### config.mk
export PLATFORM = sky130hd
export DESIGN_NAME = kpvf_alu
export DESIGN_NICKNAME = d
export VERILOG_FILES = /design/src/rtl/kpvf_pkg.sv /design/src/rtl/kpvf_alu.sv
export SDC_FILE = /design/constraint.sdc
export NUM_CORES = 2
export LEC_CHECK = 0
export ABC_AREA = 0
export BUFFER_PORTS_ARGS = -buffer_cell sky130_fd_sc_hd__buf_2
export CAP_MARGIN = 25
export CORE_MARGIN = 10
export CORE_UTILIZATION = 55
export DETAILED_ROUTE_END_ITERATION = 16
export PLACE_DENSITY = 0.77
export SYNTH_ARGS = -nofsm -noshare
export SYNTH_HDL_FRONTEND = slang
export SYNTH_SLANG_ARGS = --single-unit
export TNS_END_PERCENT = 100
### constraint.sdc
create_clock -name clock -period 14.2 [get_ports clock]
set_clock_uncertainty 0.15 [all_clocks]
set_input_delay 0.71 -clock clock [delete_from_list [all_inputs] [get_ports clock]]
set_output_delay 0.71 -clock clock [all_outputs]
set_load 0.02 [all_outputs]
### src/rtl/kpvf_pkg.sv
// package with types and constants of the kalman position and velocity filter
`timescale 1ns / 1ps
`default_nettype none
package kpvf_pkg;

   localparam int unsigned NOISE_W = 31;
   localparam int unsigned DATA_W = 32;
   localparam int unsigned DT_W = 23;
   localparam int unsigned NOISE_RESET = 655;
   localparam int unsigned COV_ADDR_W = 6;

   typedef enum logic {
      OP_PREDICT = 1'b0,
      OP_UPDATE  = 1'b1
   } op_type;

   localparam logic CSR_NOISE_ADDR = 1'b0;

   // operations of the shared arithmetic unit
   typedef enum logic [1:0] {
      ALU_MUL = 2'd0,
      ALU_DIV = 2'd1,
      ALU_NOP = 2'd2
   } alu_op_type;

   typedef enum logic [4:0] {
      ST_IDLE,
      ST_PRED,
      ST_SLOAD,
      ST_COF_A,
      ST_COF_B,
      ST_COF_W,
      ST_DET,
      ST_DET_W,
      ST_INV,
      ST_INV_W,
      ST_GAIN,
      ST_GAIN_W,
      ST_INNOV,
      ST_STATE,
      ST_STATE_W,
      ST_COVRD,
      ST_COV,
      ST_COV_W,
      ST_COPY,
      ST_OUT
   } state_type;

   typedef struct packed {
      logic start;
      logic is_div;
      logic signed [63:0] a;
      logic signed [63:0] b;
   } alu_req_type;

   typedef struct packed {
      logic done;
      logic signed [63:0] result;
   } alu_rsp_type;

   function automatic logic signed [31:0] sat32(input logic signed [65:0] v);
      logic signed [31:0] r;
      if (v > 66'sd2147483647) r = 32'sh7fffffff;
      else if (v < -66'sd2147483648) r = 32'sh80000000;
      else r = v[31:0];
      return r;
   endfunction

endpackage
`default_nettype wire

### src/rtl/kpvf_alu.sv
// shared arithmetic unit: signed multiply with floor shift, iterative divide
`timescale 1ns / 1ps
`default_nettype none
module kpvf_alu #(
   parameter int unsigned FRAC_BITS = 16
) (
   input  wire logic                 clock,
   input  wire logic                 reset,
   input  kpvf_pkg::alu_req_type     req,
   output kpvf_pkg::alu_rsp_type     rsp
);
   import kpvf_pkg::*;

   typedef enum logic [1:0] {A_IDLE, A_MUL, A_DIV, A_FIX} alu_st_type;

   alu_st_type st_ff, st_in;
   logic signed [63:0] a_ff, a_in;
   logic signed [63:0] b_ff, b_in;
   logic [63:0]        rem_ff, rem_in;
   logic [63:0]        quo_ff, quo_in;
   logic [63:0]        num_ff, num_in;
   logic [6:0]         cnt_ff, cnt_in;
   logic               neg_ff, neg_in;
   logic [1:0]         part_ff, part_in;
   logic signed [63:0] acc_ff, acc_in;
   logic signed [63:0] res_ff, res_in;
   logic               done_ff, done_in;
   logic [64:0]        trial;
   logic [63:0]        mag_a, mag_b;
   logic signed [48:0] pp;

   // 32x16 partial product over the low or high half of b
   always_comb begin
      if (part_ff == 2'd0) pp = $signed(a_ff[31:0]) * $signed({1'b0, b_ff[15:0]});
      else pp = $signed(a_ff[31:0]) * $signed(b_ff[31:16]);
   end

   assign mag_a = req.a[63] ? 64'(-req.a) : 64'(req.a);
   assign mag_b = req.b[63] ? 64'(-req.b) : 64'(req.b);
   assign trial = {rem_ff, num_ff[63]} - {1'b0, b_ff};

   always_comb begin
      st_in = st_ff; a_in = a_ff; b_in = b_ff; rem_in = rem_ff; quo_in = quo_ff;
      num_in = num_ff; cnt_in = cnt_ff; neg_in = neg_ff; part_in = part_ff;
      acc_in = acc_ff; res_in = res_ff; done_in = 1'b0;
      case (st_ff)
         A_IDLE: begin
            if (req.start) begin
               if (req.is_div) begin
                  st_in = A_DIV; num_in = mag_a; b_in = mag_b; rem_in = '0;
                  quo_in = '0; cnt_in = 7'd64; neg_in = req.a[63] ^ req.b[63];
               end else begin
                  st_in = A_MUL; a_in = req.a; b_in = req.b; part_in = 2'd0;
                  acc_in = '0;
               end
            end
         end
         A_MUL: begin
            if (part_ff == 2'd0) begin
               acc_in = 64'(pp); part_in = 2'd1;
            end else begin
               acc_in = acc_ff + (64'(pp) <<< 16);
               st_in = A_FIX;
            end
         end
         A_FIX: begin
            res_in = acc_ff >>> FRAC_BITS; done_in = 1'b1; st_in = A_IDLE;
         end
         A_DIV: begin
            num_in = num_ff << 1;
            if (!trial[64]) begin
               rem_in = trial[63:0]; quo_in = {quo_ff[62:0], 1'b1};
            end else begin
               rem_in = {rem_ff[62:0], num_ff[63]}; quo_in = {quo_ff[62:0], 1'b0};
            end
            cnt_in = cnt_ff - 7'd1;
            if (cnt_ff == 7'd1) begin
               st_in = A_IDLE; done_in = 1'b1;
               res_in = neg_ff ? 64'(-$signed(quo_in)) : $signed(quo_in);
            end
         end
         default: st_in = A_IDLE;
      endcase
   end

   always_ff @(posedge clock) begin
      if (reset) begin
         st_ff <= A_IDLE; done_ff <= 1'b0;
      end else begin
         st_ff <= st_in; done_ff <= done_in;
      end
      a_ff <= a_in; b_ff <= b_in; rem_ff <= rem_in; quo_ff <= quo_in; num_ff <= num_in;
      cnt_ff <= cnt_in; neg_ff <= neg_in; part_ff <= part_in; acc_ff <= acc_in;
      res_ff <= res_in;
   end

   assign rsp.done = done_ff;
   assign rsp.result = res_ff;
endmodule
`default_nettype wire

==> qor.csv <==
stage,metric,value,unit
flow_run,cap_violations,0,
timing,max_clock_freq,87.2,MHz
detailed_routing,detail-route-antenna-nets,0,
clock_tree,htreeDepth,2,
detailed_routing,firstDrtPassIters,5,
floorplan,die-area,127000,um^2
synth,ys_warn_count,0,
floorplan,start_util,55.3,%
final_layout,area_growth,6.31,%
final_layout,final_common_cell,inv_1,
setup_path,crit_fanout,22,
synth,syn_avg_cell_area,9.11,um^2
setup_path,start_kind,register,
setup_path,rr_endpoint,acc_ff[63]$_SDFFCE_PN0P_,
place,dpl.hpwl,128000,um
timing,maxSlewViolCount,0,
synth,syn_area,62100,um^2
setup_path,r2r_cells,33,
final_layout,nFillCells,9642,
detailed_routing,vias_per_cell,5.73,
setup_path,cp_data_required_time,14.39,ns
global_routing,grt_busiest_layer,met2,
floorplan,core,112000,um^2
global_routing,grt_pass1_wl,276000,um
global_routing,grt_util_all_layers,27.2,%
synth,syn-num-nets,8281,
setup_path,cpMostUsedCell,fa_1,
global_routing,grt_max_degree,126,
setup_path,worstSetupEndpointType,register,
synth,synth_top_family_by_area,adder cells,
setup_path,path_class,register to register,
timing,worstMarginPinSlew,1.14,ns
synth,ys_async_sr_fraction,0,%
detailed_routing,drt_iter0_drc,3702,
synth,synth_edf_count,408,
synth,ys_seq_area_share,19.8,%
global_routing,grt_pass1_vias,51968,
synth,synth_flop_cell,edfxtp_1,
floorplan,std_cell_rows,123,
clock_tree,clock_insertion_delay_worst_skew,0.62,ns
clock_tree,clockRootBuffer,clkbuf_16,
final_layout,fin_nets,8275,
setup_path,slowest_stage,o21ai_0,
worst_hold_path,hold_path.class,primary input to register,
run_status,status,"complete, no violations",
synth,synth_xor_area_share,5.30,%
final_layout,finish.utilization,58.8,%
floorplan,fp.dieW,356,um
global_routing,antenna_found_initial,6,
clock_tree,cts_buffers,46,
timing,finalHoldViolCount,0,
synth,yosysUniqueCellTypes,80,
clock_tree,cts_buffer_depth,3,
detailed_routing,wl,170000,um
clock_tree,cts_hold_buf,0,
clock_tree,cts-resized-gates,0,
timing,fin_setup_tns,0,ns
global_routing,use_met1,32.5,%
timing,rsz0062_at_grt,no,
global_routing,grt_util_met2,46.9,%
clock_tree,cts_tree,done,
setup_path,cp.arrival,11.66,ns
worst_hold_path,hp-start,reset,
final_layout,final_cell_mix,"1307 x inv_1, 977 x fa_1, 920 x nand2_1, 451 x and2_1, 408 x edfxtp_1",
synth,synthMuxAreaShare,0.928,%
clock_tree,cts.reportedPaths.clkPinSlew,0.07,ns
final_layout,drive_gt1_share,5.89,%
timing,finalCritPeriodShare,80.8,%
setup_path,ff2ff_setup_slack,2.73,ns
synth,synth-seq-cells,411,
detailed_routing,avgRoutedWirePerCell,20.3,um
worst_hold_path,min_to,st_ff[0]$_SDFFE_PP0P_,
global_routing,use_met3,4.18,%
place,io_buffers,196,
synth,yosys.area_share.simple,15.3,%
floorplan,ioPinCount,197,
worst_hold_path,min_delay_path_depth,2,
place,gp_congestion,0.945,
synth,syn_inst,6822,
floorplan,die_h,356,um
synth,synth_fa_ha_area_share,38.5,%
timing,period_needed,11.47,ns
timing,relSlewSlack,23.4,%
global_routing,gr-total-overflow,0,
setup_path,timing.rr.start,b_ff[31]$_DFFE_PP_,
clock_tree,clock_sinks,411,
setup_path,critPathMaxStageDelay,0.87,ns
detailed_routing,vias,47902,
detailed_routing,drc,0,
synth,synth_compound_gate_area_share,10.1,%
timing,setup_violations,0,
clock_tree,cts_setup_buffers,0,
Yosys cell counts, types with 8 or more instances:
cell	count	area, um^2
o21ai_1	8	40.0
fa_1	977	19600
a211o_1	12	105
o211ai_1	11	82.6
a31o_2	10	87.6
nand2_1	920	3450
o21ai_0	313	1570
buf_1	8	30.0
o41ai_1	35	307
a31oi_1	24	150
o21bai_1	25	188
a211oi_1	29	218
clkbuf_1	324	1220
or2_2	11	68.8
and2_1	451	2820
xor2_1	216	1890
o31ai_1	52	390
inv_1	1307	4910
and3_1	22	138
nor3_1	45	225
nand2b_1	39	244
xnor2_1	160	1400
mux2i_1	52	521
nor3b_1	10	75.1
or4_1	19	143
nand3_1	50	250
nor4_1	15	93.8
nor2_1	269	1010
o21a_1	25	188
ha_1	350	4380
a21o_1	126	946
or3_1	41	257
edfxtp_1	408	12300
a21oi_1	260	1300
nor2b_1	30	188
nand4_1	42	263
area by class of cell:
| type | instances | area, um^2 | share of cell area, % |
|---|---|---|---|
| Clock inverter | 35 | 394 | 0.597 |
| Timing Repair Buffer | 284 | 1680 | 2.54 |
| Inverter | 1308 | 4910 | 7.43 |
| Sequential cell | 411 | 12300 | 18.6 |
| Clock buffer | 51 | 1190 | 1.80 |
| Antenna cell | 3 | 7.51 | 0.0114 |
| Tap cell | 1500 | 1880 | 2.84 |
| Multi-Input combinational cell | 4765 | 43700 | 66.1 |
sequential cells by signal, indices dropped and copies added (netlist names):
name     cells
done_ff      1
quo_ff      63
b_ff        64
num_ff      64
acc_ff      48
cnt_ff       7
part_ff      1
res_ff      64
neg_ff       1
a_ff        32
st_ff        2
rem_ff      64
through the flow:
stage / instance area, um^2 / instances / setup slack, ns / hold slack, ns
floorplan: 62100 / 6822 / 5.21 / 0.346
global placement: 64400 / 8264 / 3.25 / 0.352
detailed placement: 64400 / 8264 / 3.19 / 0.358
CTS: 66000 / 8350 / 3.17 / 0.138
global route: 66000 / 8355 / 2.19 / 0.159
finish: 66000 / 8357 / 2.73 / 0.170
cells by family (layout without fill, tap and decap cells):
logic type / after synthesis / count (layout)
other cells: 0 / 3
simple gates: 1995 / 1995
mux: 57 / 57
fa+ha+maj: 1327 / 1327
buf+inv: 1646 / 1678
compound gates: 1010 / 1010
flops: 411 / 411
xor+xnor: 376 / 376
how the worst max path moves through the flow:
stage	start	endpoint	slack, ns
after floorplan	req[129]	cnt_ff[0]$_SDFFCE_PN0P_	5.21
after global placement	b_ff[31]$_DFFE_PP_	acc_ff[63]$_SDFFCE_PN0P_	3.25
after detailed placement	b_ff[31]$_DFFE_PP_	acc_ff[61]$_SDFFCE_PN0P_	3.19
after CTS	b_ff[31]$_DFFE_PP_	acc_ff[63]$_SDFFCE_PN0P_	3.17
after global routing	b_ff[31]$_DFFE_PP_	acc_ff[63]$_SDFFCE_PN0P_	2.19
final	b_ff[31]$_DFFE_PP_	acc_ff[63]$_SDFFCE_PN0P_	2.73
layer usage:
layer	vias up	wire, um
met5	-	0
met4	0	10600
met3	532	12000
met2	1892	83500
met1	23975	63900
li1	21503	-
critical path, delay by kind of cell, from the launching register on:
kind                       cells  cell delay (ns)
and+or+nand+nor                3             0.49
AOI/OAI and AO/OA             16             4.49
DFF                            1             0.86
xor gates and xnor gates       2             0.69
adders and majority gates      8             3.82
buffers and inverters          4             0.64
Power is not shown: default switching activity piles up to over one toggle a cycle in this logic, so the estimate is an artifact.
